[config.mk]
export PLATFORM = sky130hd
export DESIGN_NAME = line_sensor_calibrate_threshold
export DESIGN_NICKNAME = d
export VERILOG_FILES = /design/src/sv/lsct_pkg.sv /design/src/sv/line_sensor_calibrate_threshold.sv
export VERILOG_INCLUDE_DIRS = /design/src /design/src/sv
export SDC_FILE = /design/constraint.sdc
export NUM_CORES = 1
export LEC_CHECK = 0
export ABC_AREA = 1
export BUFFER_PORTS_ARGS = -buffer_cell sky130_fd_sc_hd__buf_2
export CAP_MARGIN = 15
export CORE_MARGIN = 1.5
export CORE_UTILIZATION = 62
export DETAILED_ROUTE_END_ITERATION = 8
export GPL_ROUTABILITY_DRIVEN = 0
export PLACE_DENSITY = 0.92
export REMOVE_ABC_BUFFERS = 1
export SLEW_MARGIN = 25
export SYNTH_ARGS = -nofsm -noshare
export SYNTH_HDL_FRONTEND = slang
export SYNTH_SLANG_ARGS = --single-unit
[constraint.sdc]
create_clock -name clk -period 7.32 [get_ports clk]
set_input_delay 1.464 -clock clk [delete_from_list [all_inputs] [get_ports clk]]
set_output_delay 1.464 -clock clk [all_outputs]
set_load 0.1 [all_outputs]
[src/sv/assert_macros.svh]
// Assertion helpers shared by the RTL; each expects clk and arst_n in scope.
`ifndef ASSERT_MACROS_SVH
`define ASSERT_MACROS_SVH

// Condition holds at every clock edge outside reset.
`define ASSERT_ALWAYS(label, cond, msg) \
	label: assert property (@(posedge clk) disable iff (!arst_n) (cond)) else $error(msg);

// Antecedent implies consequent in the same cycle.
`define ASSERT_IMPL(label, ante, cons, msg) \
	label: assert property (@(posedge clk) disable iff (!arst_n) (ante) |-> (cons)) \
		else $error(msg);

// Antecedent implies consequent in the next cycle.
`define ASSERT_NEXT(label, ante, cons, msg) \
	label: assert property (@(posedge clk) disable iff (!arst_n) (ante) |=> (cons)) \
		else $error(msg);

`endif

[src/sv/lsct_pkg.sv]
package lsct_pkg;

	// Array geometry
	localparam int CHANNELS    = 17;
	localparam int SAMPLE_BITS = 10;
	localparam int CH_W        = $clog2(CHANNELS);

	// Fixed field widths
	localparam int DATA_W  = 10;
	localparam int CHAN_W  = 5;
	localparam int VEC_W   = 9;
	localparam int PADDR_W = 3;
	localparam int PDATA_W = 32;

	// Only the low SAMPLE_BITS of a reading are used
	localparam int MASK_BITS = (SAMPLE_BITS < DATA_W) ? SAMPLE_BITS : DATA_W;
	localparam logic [DATA_W-1:0] SAMPLE_MASK = DATA_W'((64'd1 << MASK_BITS) - 64'd1);

	// Register reset and index
	localparam logic [DATA_W-1:0] MARGIN_RESET = DATA_W'(10);
	localparam logic [PADDR_W-3:0] REG_MARGIN  = '0;

	// Operation codes
	typedef enum logic [1:0] {
		OP_CAL    = 2'd0,
		OP_DETECT = 2'd1,
		OP_END    = 2'd2,
		OP_LOAD   = 2'd3
	} op_t;

	// One channel's calibration entry
	typedef struct packed {
		logic [DATA_W-1:0] max_v;
		logic [DATA_W-1:0] min_v;
		logic [DATA_W-1:0] mid_v;
	} cal_entry_t;

	// Channel that drives Y bit b: 9..12, then channel 4, then 13..16
	function automatic logic [CHAN_W-1:0] y_chan(input int b);
		if (b < 4) begin
			return CHAN_W'(9 + b);
		end else if (b == 4) begin
			return CHAN_W'(4);
		end else begin
			return CHAN_W'(8 + b);
		end
	endfunction

endpackage

[src/sv/line_sensor_calibrate_threshold.sv]
// Line sensor calibration and detection for a sensor array of lsct_pkg::CHANNELS channels.
// One sample transfer is taken per clock: the addressed channel's min/max/midpoint entry is
// read from a synchronous RAM at acceptance, updated in stage 1 and written back as it
// advances, with the last write forwarded so that back-to-back samples on one channel see
// fresh data. A result is registered in the output register as its sample leaves stage 1
// and held there, so one more sample is taken while a result waits; input stalls only once
// the stage and the output register are both full. Throughput is one sample per cycle while
// results are taken; the read-modify-write path through the calibration RAM sets both
// latency and rate. Entries read as zero until first written (per-entry valid flops). The
// threshold margin register sits at byte address 0 of the APB port, reset value 10.
`include "assert_macros.svh"

module line_sensor_calibrate_threshold (
	input  logic                         clk,
	input  logic                         arst_n,
	// sample channel
	input  logic                         item_valid,
	output logic                         item_ready,
	input  logic [1:0]                   operation,
	input  logic [lsct_pkg::CHAN_W-1:0]  channel,
	input  logic [lsct_pkg::DATA_W-1:0]  sample,
	// result channel
	output logic                         result_valid,
	input  logic                         result_ready,
	output logic                         detected,
	output logic [lsct_pkg::DATA_W-1:0]  midpoint,
	output logic [lsct_pkg::VEC_W-1:0]   line_x,
	output logic [lsct_pkg::VEC_W-1:0]   line_y,
	// configuration port
	input  logic                         psel,
	input  logic                         penable,
	input  logic                         pwrite,
	input  logic [lsct_pkg::PADDR_W-1:0] paddr,
	input  logic [lsct_pkg::PDATA_W-1:0] pwdata,
	output logic [lsct_pkg::PDATA_W-1:0] prdata,
	output logic                         pready
);

	localparam int DW = lsct_pkg::DATA_W;
	localparam int VW = lsct_pkg::VEC_W;
	localparam int CW = lsct_pkg::CH_W;
	localparam int NC = lsct_pkg::CHANNELS;

	// Configuration register
	logic [DW-1:0] margin_q;
	logic          cfg_wr;

	assign pready = 1'b1;
	assign cfg_wr = psel && penable && pwrite &&
		(paddr[lsct_pkg::PADDR_W-1:2] == lsct_pkg::REG_MARGIN);

	always_ff @(posedge clk or negedge arst_n) begin
		if (!arst_n) begin
			margin_q <= lsct_pkg::MARGIN_RESET;
		end else if (cfg_wr) begin
			margin_q <= pwdata[DW-1:0];
		end
	end

	always_comb begin
		prdata = '0;
		if (paddr[lsct_pkg::PADDR_W-1:2] == lsct_pkg::REG_MARGIN) begin
			prdata = lsct_pkg::PDATA_W'(margin_q);
		end
	end

	// Handshake
	logic v_s1;
	logic s1_adv;
	logic item_fire;
	logic out_valid_q;

	assign s1_adv     = v_s1 && (!out_valid_q || result_ready);
	assign item_ready = !v_s1 || s1_adv;
	assign item_fire  = item_valid && item_ready;

	// Stage 1 item registers
	lsct_pkg::op_t        op_s1;
	logic [lsct_pkg::CHAN_W-1:0] ch_s1;
	logic [DW-1:0]        smp_s1;
	logic                 ok_s1;

	always_ff @(posedge clk or negedge arst_n) begin
		if (!arst_n) begin
			v_s1 <= 1'b0;
		end else if (item_ready) begin
			v_s1 <= item_valid;
		end
	end

	always_ff @(posedge clk) begin
		if (item_fire) begin
			op_s1  <= lsct_pkg::op_t'(operation);
			ch_s1  <= channel;
			smp_s1 <= sample & lsct_pkg::SAMPLE_MASK;
			ok_s1  <= ({1'b0, channel} < (lsct_pkg::CHAN_W + 1)'(NC));
		end
	end

	// Calibration RAM, registered read
	lsct_pkg::cal_entry_t mem [NC];
	lsct_pkg::cal_entry_t rd_s1;
	logic                 wr_en;
	lsct_pkg::cal_entry_t wr_data;
	logic                 rd_en;

	assign rd_en = item_fire && ({1'b0, channel} < (lsct_pkg::CHAN_W + 1)'(NC));

	always_ff @(posedge clk) begin
		if (wr_en) begin
			mem[ch_s1[CW-1:0]] <= wr_data;
		end
		if (rd_en) begin
			rd_s1 <= mem[channel[CW-1:0]];
		end
	end

	// Entry written flags, last write for forwarding, seed flags, line vectors
	logic [NC-1:0]        mem_vld_q;
	logic [NC-1:0]        seeded_q;
	logic                 lw_vld_q;
	logic                 lw_cal_q;
	logic [CW-1:0]        lw_addr_q;
	lsct_pkg::cal_entry_t lw_data_q;
	logic [VW-1:0]        x_q;
	logic [VW-1:0]        y_q;

	// Current entry: never written reads zero, last write wins over RAM data
	lsct_pkg::cal_entry_t cur;
	logic                 seeded_cur;

	always_comb begin
		cur        = '0;
		seeded_cur = 1'b0;
		if (ok_s1) begin
			seeded_cur = seeded_q[ch_s1[CW-1:0]];
			if (mem_vld_q[ch_s1[CW-1:0]]) begin
				if (lw_vld_q && (lw_addr_q == ch_s1[CW-1:0])) begin
					cur = lw_data_q;
				end else begin
					cur = rd_s1;
				end
			end
		end
	end

	// Update logic
	logic [DW:0]   mm_sum;
	logic [DW:0]   thr_sum;
	logic          hit;
	logic [VW-1:0] x_nxt;
	logic [VW-1:0] y_nxt;
	logic          cal_wr;

	always_comb begin
		wr_data = cur;
		cal_wr  = 1'b0;
		wr_en   = 1'b0;
		hit     = 1'b0;
		x_nxt   = x_q;
		y_nxt   = y_q;
		thr_sum = {1'b0, smp_s1} + {1'b0, margin_q};
		mm_sum  = '0;
		case (op_s1)
			lsct_pkg::OP_CAL: begin
				if (!seeded_cur) begin
					wr_data.max_v = smp_s1;
					wr_data.min_v = smp_s1;
				end else if (smp_s1 > cur.max_v) begin
					wr_data.max_v = smp_s1;
				end else if (smp_s1 < cur.min_v) begin
					wr_data.min_v = smp_s1;
				end
				mm_sum        = {1'b0, wr_data.max_v} + {1'b0, wr_data.min_v};
				wr_data.mid_v = mm_sum[DW:1];
				wr_en         = s1_adv && ok_s1;
				cal_wr        = 1'b1;
			end
			lsct_pkg::OP_LOAD: begin
				wr_data.mid_v = smp_s1;
				wr_en         = s1_adv && ok_s1;
			end
			lsct_pkg::OP_DETECT: begin
				// s <= mid - margin, signed, is s + margin <= mid
				hit = ok_s1 && (thr_sum <= {1'b0, cur.mid_v});
				if (ok_s1) begin
					for (int b = 0; b < VW; b++) begin
						if (ch_s1 == lsct_pkg::CHAN_W'(b)) begin
							x_nxt[b] = hit;
						end
						if (ch_s1 == lsct_pkg::y_chan(b)) begin
							y_nxt[b] = hit;
						end
					end
				end
			end
			default: begin
			end
		endcase
	end

	// State update on stage advance
	always_ff @(posedge clk or negedge arst_n) begin
		if (!arst_n) begin
			mem_vld_q <= '0;
			seeded_q  <= '0;
			lw_vld_q  <= 1'b0;
			lw_cal_q  <= 1'b0;
			x_q       <= '0;
			y_q       <= '0;
		end else if (s1_adv) begin
			x_q <= x_nxt;
			y_q <= y_nxt;
			if (op_s1 == lsct_pkg::OP_END) begin
				seeded_q <= '0;
			end else if (op_s1 == lsct_pkg::OP_CAL && ok_s1) begin
				seeded_q[ch_s1[CW-1:0]] <= 1'b1;
			end
			if (wr_en) begin
				mem_vld_q[ch_s1[CW-1:0]] <= 1'b1;
				lw_vld_q                 <= 1'b1;
				lw_cal_q                 <= cal_wr;
			end
		end
	end

	always_ff @(posedge clk) begin
		if (wr_en) begin
			lw_addr_q <= ch_s1[CW-1:0];
			lw_data_q <= wr_data;
		end
	end

	// Output register
	always_ff @(posedge clk or negedge arst_n) begin
		if (!arst_n) begin
			out_valid_q <= 1'b0;
		end else if (s1_adv) begin
			out_valid_q <= 1'b1;
		end else if (result_ready) begin
			out_valid_q <= 1'b0;
		end
	end

	always_ff @(posedge clk) begin
		if (s1_adv) begin
			detected <= hit;
			midpoint <= ok_s1 ? wr_data.mid_v : '0;
			line_x   <= x_nxt;
			line_y   <= y_nxt;
		end
	end

	assign result_valid = out_valid_q;

	// Checks
	logic end_adv;
	logic cal_in_order;

	assign end_adv      = s1_adv && (op_s1 == lsct_pkg::OP_END);
	assign cal_in_order = (lw_data_q.min_v <= lw_data_q.mid_v) &&
		(lw_data_q.mid_v <= lw_data_q.max_v);

	`ASSERT_NEXT(a_end_clears, end_adv, seeded_q == '0, "seed flags not cleared")
	`ASSERT_IMPL(a_cal_order, lw_vld_q && lw_cal_q, cal_in_order, "calibration entry out of order")
	`ASSERT_ALWAYS(a_ch4_bits, x_q[4] == y_q[4], "channel 4 bits disagree")

endmodule

# Word-level counts from Yosys, hierarchy flattened
# Memory sizes are Yosys's and may differ from the RTL's. A register that Yosys moved wholly into a read port is not among the register bits.
# Cells that the tools add are included.
totals:
  output_inout_bits: 64
  input_bits: 59
  ram_bits: 510
  memories: 1
  regBits: 147
mem_list:
  columns: ["name", "words", "width", "read_ports", "rd_clocked_by_memory_dff", "write_ports", "line_no", "source"]
  rows:
  - ["mem", 17, 30, 1, 1, 1, "line_sensor_calibrate_threshold.sv:101", "lsct_pkg::cal_entry_t mem [NC];"]
op_classes:
  order_cmp: 6
  n_bitwise: 3
  n_addsub: 2
  n_eq_ne: 21
  n_reduce_logical: 22
  n_mux: 65
op_table:
  columns: ["cell", "count"]
  rows:
  - ["2-to-1 mux 30 bit", 3]
  - ["2-to-1 mux 5 bit", 18]
  - ["2-to-1 mux 20 bit", 3]
  - ["== test 5 bit", 10]
  - ["2-to-1 mux 10 bit", 4]
  - ["2-to-1 mux 9 bit", 4]
  - ["2-to-1 mux 17 bit", 2]
  - ["OR 17 bit", 2]
  - ["2-to-1 mux 1 bit", 27]
  - ["adder 10 x 10 -> 11 bit", 2]
  - ["== test 5 x 3 -> 1 bit (second input constant)", 4]
  - ["case mux 10 bit (2 select lines)", 1]
  - ["less-or-equal comparator 11 x 10 -> 1 bit", 1]
  - ["logical AND 1 bit", 11]
  - ["binary-select mux 1 bit (select 5 bit)", 2]
  - ["== test 5 x 2 -> 1 bit (second input constant)", 2]
  - ["> comparator 10 bit", 1]
  - ["less-than comparator 10 bit", 1]
  - ["less-than comparator 5 x 6 -> 1 bit (second input constant)", 1]
  - ["demux 1 bit (select 5 bit)", 1]
  - ["== test 5 x 1 -> 1 bit (second input constant)", 1]
  - ["== test 5 x 4 -> 1 bit (second input constant)", 1]
  - ["greater-or-equal comparator 5 x 1 -> 1 bit (second input constant)", 1]
  - ["zero test 5 bit", 1]
  - ["other kinds (10)", 15]

# Longest topological paths before layout
depth:
  ltp_word: 12
  ltp_mapped: 42
  ltp_nobuf: 40

# Worst setup path after synthesis
# Ideal clock, no wire load.
synth_path:
  path_type: "input -> register"
  start: "in result_ready"
  end: "mem mem[0][0] in the netlist's numbering (enable)"
  setup_slack_ns: 0.577
  path_stages: 8
  t_arrival_ns: 6.326
  path_buffers: 2
  required_ns: 6.903
  path_cell_list: "inv_1 -> nand2_1 -> nand2_1 -> clkbuf_1 -> nor3_1 -> inv_1 -> clkbuf_1 -> nor2_1"
synth_between:
  elab_chain_len: 6
synth_rtl:
  columns: ["element", "line_no", "source"]
  rows:
  - ["from (decl)", "line_sensor_calibrate_threshold.sv:24", "input logic result_ready,"]
  - ["logical OR 1 bit", "line_sensor_calibrate_threshold.sv:73", "assign s1_adv = v_s1 && (!out_valid_q || result_ready);"]
  - ["logical AND 1 bit", "line_sensor_calibrate_threshold.sv:73", null]
  - ["logical AND 1 bit", "line_sensor_calibrate_threshold.sv:176, line_sensor_calibrate_threshold.sv:181", null]
  - ["2-to-1 mux 1 bit", null, null]
  - ["named net wr_en", "line_sensor_calibrate_threshold.sv:103", "logic wr_en;"]
  - ["2-to-1 mux 1 bit", "line_sensor_calibrate_threshold.sv:110", "if (wr_en) begin"]
  - ["2-to-1 mux 1 bit (not written as such)", "line_sensor_calibrate_threshold.sv:111", "mem[ch_s1[CW-1:0]] <= wr_data;"]
  - ["to (decl)", "line_sensor_calibrate_threshold.sv:101", null]
# The timed path passes the listed nets, and every way through them passes these cells.

==> key figures <==
Synth
  – Flops & latches, synth: a little under 700
  – Mapped Area: 29000 um^2
  – Top_reg_cell synth: edfxtp_1
  – Sequential area share after synthesis: a little over two thirds
  – Post-synth ARST share: a little under a tenth
  – Synth Warn #: 0
  – EDFF count, synth: 622
  – Syn Area/Cell: approximately 12 um^2
  – Post-Syn Instances: between 2000 and 2500
  – Number of distinct library cells after synthesis: 50

Timing
  – Final setup viols: 0
  – Final hold vios: 0
  – RSZ-0062 raised after global routing: false
  – Fin crit share: between 90 and 100%
  – Slew headroom: around 30%
  – Clock Skew: about 26 ps
  – Slew at the pin closest to its max-slew limit: 1050 ps
  – Max-slew violations: 0
  – Final setup TNS: 0 ps
  – Worst Slack Setup Final: roughly 570 ps
  – Final min period: between 6000 and 7000 ps
  – Fmax: approximately 150 MHz

Global routing
  – First-pass GRT wire length: 116 mm
  – Initial antenna violation count: 0
  – Vias in the first global route: between 20000 and 25000
  – GRT Total Usage: about a third
  – Largest net degree at the start of global routing: roughly 100
  – Global route total overflow: 0

Hold path
  – WHS Path Cells: 2
  – Hold endpoint: mem_vld_q[7]$_DFFE_PN0P_
  – Hold crit path type: reg2reg
  – Hold path start: mem_vld_q[7]$_DFFE_PN0P_

Layout
  – Most frequent cells in the layout: edfxtp_1 (622), o21ai_0 (359), nor2_1 (342)
  – Layout cell share with drive strength beyond 1: a little under an eighth
  – Filler cells: ~2700
  – # nets final: between 2000 and 3000
  – Area delta synth->final: 11.3%
  – Layout Utilization: 69.6%
  – Antenna diode count: 0
  – Final Non-Filler Cells: 3155
  – Area occupied by multi-input gates: 7680 um^2
  – Most common cell after layout, fill and taps aside: edfxtp_1
  – Register area: 20300 um^2

Detailed routing
  – Total number of vias: between 20000 and 25000
  – Final WL: ~77 mm
  – DRC: 0
  – Drt via density: 6.68
  – Drt wl/cell: about 24 um
  – Routed Antenna Nets: 0
  – Drt pass-1 iters: 7
  – Iter 0 DRT Violations: 3434

Worst setup path
  – Crit path top cell by count: nor2_1
  – Max FO, Critical Path: 19
  – R2R Path End: mem[3][7]$_DFFE_PP_
  – CP Data Required Time: 7650 ps
  – Flop2flop setup slack: roughly 570 ps
  – R2R depth: 35
  – Crit path largest cell delay: ~570 ps
  – Worst setup SP type: flip-flop
  – Setup CP Type: reg2reg
  – Critical-path top delay cell: edfxtp_1
  – CP Capture Type: flip-flop
  – Worst R2R Start: ch_s1[1]$_DFFE_PP_
  – Worst Path Arrival: between 7000 and 8000 ps

Pwr
  – Clock power share: between 30% and 40%
  – Cell Pwr Density: approximately 280 nW/um^2
  – Sw power: roughly 0.0025 W
  – Leakage: between 10 and 15 nW
  – Pwr Total: 0.00909 W
  – Reg power frac: between 50% and 60%
  – Max VDD drop: around 260 uV
  – Sw frac: around 27%
  – Int Pwr: around 0.0066 W
  – Comb pwr share: between 10% and 20%

Place
  – Inst Count DP: approximately 3000
  – Pre-CTS setup slack: about 340 ps
  – Detailed Place HPWL: around 41 mm
  – I/O Buffers: between 70 and 80

Run
  – Max Cap Violations: 0

CTS
  – CTS tree: yes
  – Cts hold-fix bufs: 0
  – CTS root buf: clkbuf_16
  – H-tree depth: 3
  – Clk Latency, worst-skew pair: ~600 ps
  – CTS sink cnt: 687
  – Worst-path clk slew: 70 ps
  – Clock buffer depth: 3
  – CTS Buf Count: 66

Outcome
  – Status: completed

Die
  – Core area: about 46000 um^2
  – Die area: roughly 48000 um^2
  – Die Y: 219 um
  – Die width: approximately 220 um
  – Num rows: 79
  – Initial Util: 62.5%
  – I/O Pins: between 100 and 150
layer usage:
metal  vias to the layer above  routed length, um  track usage (%)
met4                         0               4430             17.8
met5                         -                  0                0
met2                      1843              36400             51.4
li1                       8827                  -                -
met1                     10100              25200             41.0
met3                       363              11000             8.39
layout make-up:
type	count	share of cell area [%]
clock inverter	38	1.07
clock buffer	82	5.40
multi-input combinational	1462	23.8
tap	607	2.35
sequential	687	62.9
inverter	145	1.71
timing repair buffer	134	2.71
what timing repair did:
item                       in CTS  in global routing
setup endpoints to repair       0                 38
gates resized for setup         0                  4
setup buffers                   0                  1
worst max-delay path, delay by kind of cell (launching register included):
family | cells | cell delay, ps
compound gates | 9 | 1680
simple gates | 21 | 2970
flops | 1 | 570
buf+inv | 3 | 530
fa+ha+maj | 2 | 700
synth_stat cells (2+ instances only):
cell	count	area share, %
clkbuf_1	121	1.6
a21oi_1	87	1.5
buf_4	24	0.62
inv_1	139	1.8
a221oi_1	6	0.18
o21bai_1	5	0.13
a211oi_1	2	0.052
dfrtp_1	63	5.4
o211ai_1	21	0.54
nand3_1	40	0.69
edfxtp_1	622	64
fa_1	2	0.14
nor3_1	9	0.16
a31oi_1	7	0.15
o21ai_0	359	6.2
buf_2	4	0.069
inv_2	4	0.052
nand4_1	4	0.086
buf_1	7	0.091
nand2_1	280	3.6
o21ai_1	3	0.052
conb_1	2	0.026
clkinv_1	2	0.026
a32oi_1	24	0.73
xor2_1	7	0.21
nor2_1	362	4.7
mux2i_1	6	0.21
or2_2	24	0.52
ha_1	52	2.2
nand2_2	2	0.043
o22ai_1	76	1.6
dfstp_2	2	0.18
o221ai_1	43	1.3
a22oi_1	4	0.10
worst max path at each step:
stage | depth (start not counted) | endpoint | startpoint
global route | 36 | mem[5][9]$_DFFE_PP_ | ch_s1[1]$_DFFE_PP_
CTS | 36 | mem[6][9]$_DFFE_PP_ | ch_s1[0]$_DFFE_PP_
floorplan | 6 | mem[4][0]$_DFFE_PP_ | result_ready
finish | 35 | mem[3][7]$_DFFE_PP_ | ch_s1[1]$_DFFE_PP_
detailed placement | 36 | mem[6][9]$_DFFE_PP_ | ch_s1[0]$_DFFE_PP_
global placement | 36 | mem[1][9]$_DFFE_PP_ | ch_s1[0]$_DFFE_PP_
sequential cells by signal, indices dropped and copies added, names as in the netlist, 10 cells and up:
name,count
lw_data_q,30
margin_q,10
mem,510
mem_vld_q,17
midpoint,10
rd_s1,30
seeded_q,17
smp_s1,10
cell families after synthesis:
| kind of cell | synth area share, % |
|---|---|
| and+or+nand+nor | 9.95 |
| buffers and inverters | 4.28 |
| xor gates and xnor gates | 0.242 |
| adders and majority gates | 2.38 |
| AOI/OAI and AO/OA | 12.9 |
| other | 0.0259 |
| muxes | 0.207 |
| DFF | 70.1 |
metrics by stage:
stage / hold WS, ps / area, um^2
floorplan: 427 / 28400
global placement: 441 / 30100
detailed placement: 447 / 30100
CTS: 461 / 32200
global route: 487 / 32300
finish: 468 / 32300
power groups by stage:
stage / Combinational [W] / Clock, W / Sequential, W
final: 0.00122 / 0.00333 / 0.00454
after global routing: 0.00130 / 0.00347 / 0.00454
after CTS: 0.00118 / 0.00333 / 0.00454
after detailed placement: 0.00117 / 0 / 0.00462
after global placement: 0.00110 / 0 / 0.00461
after floorplan: 0.000641 / 0 / 0.00479
No activity file was read; power rests on OpenSTA's default activity.
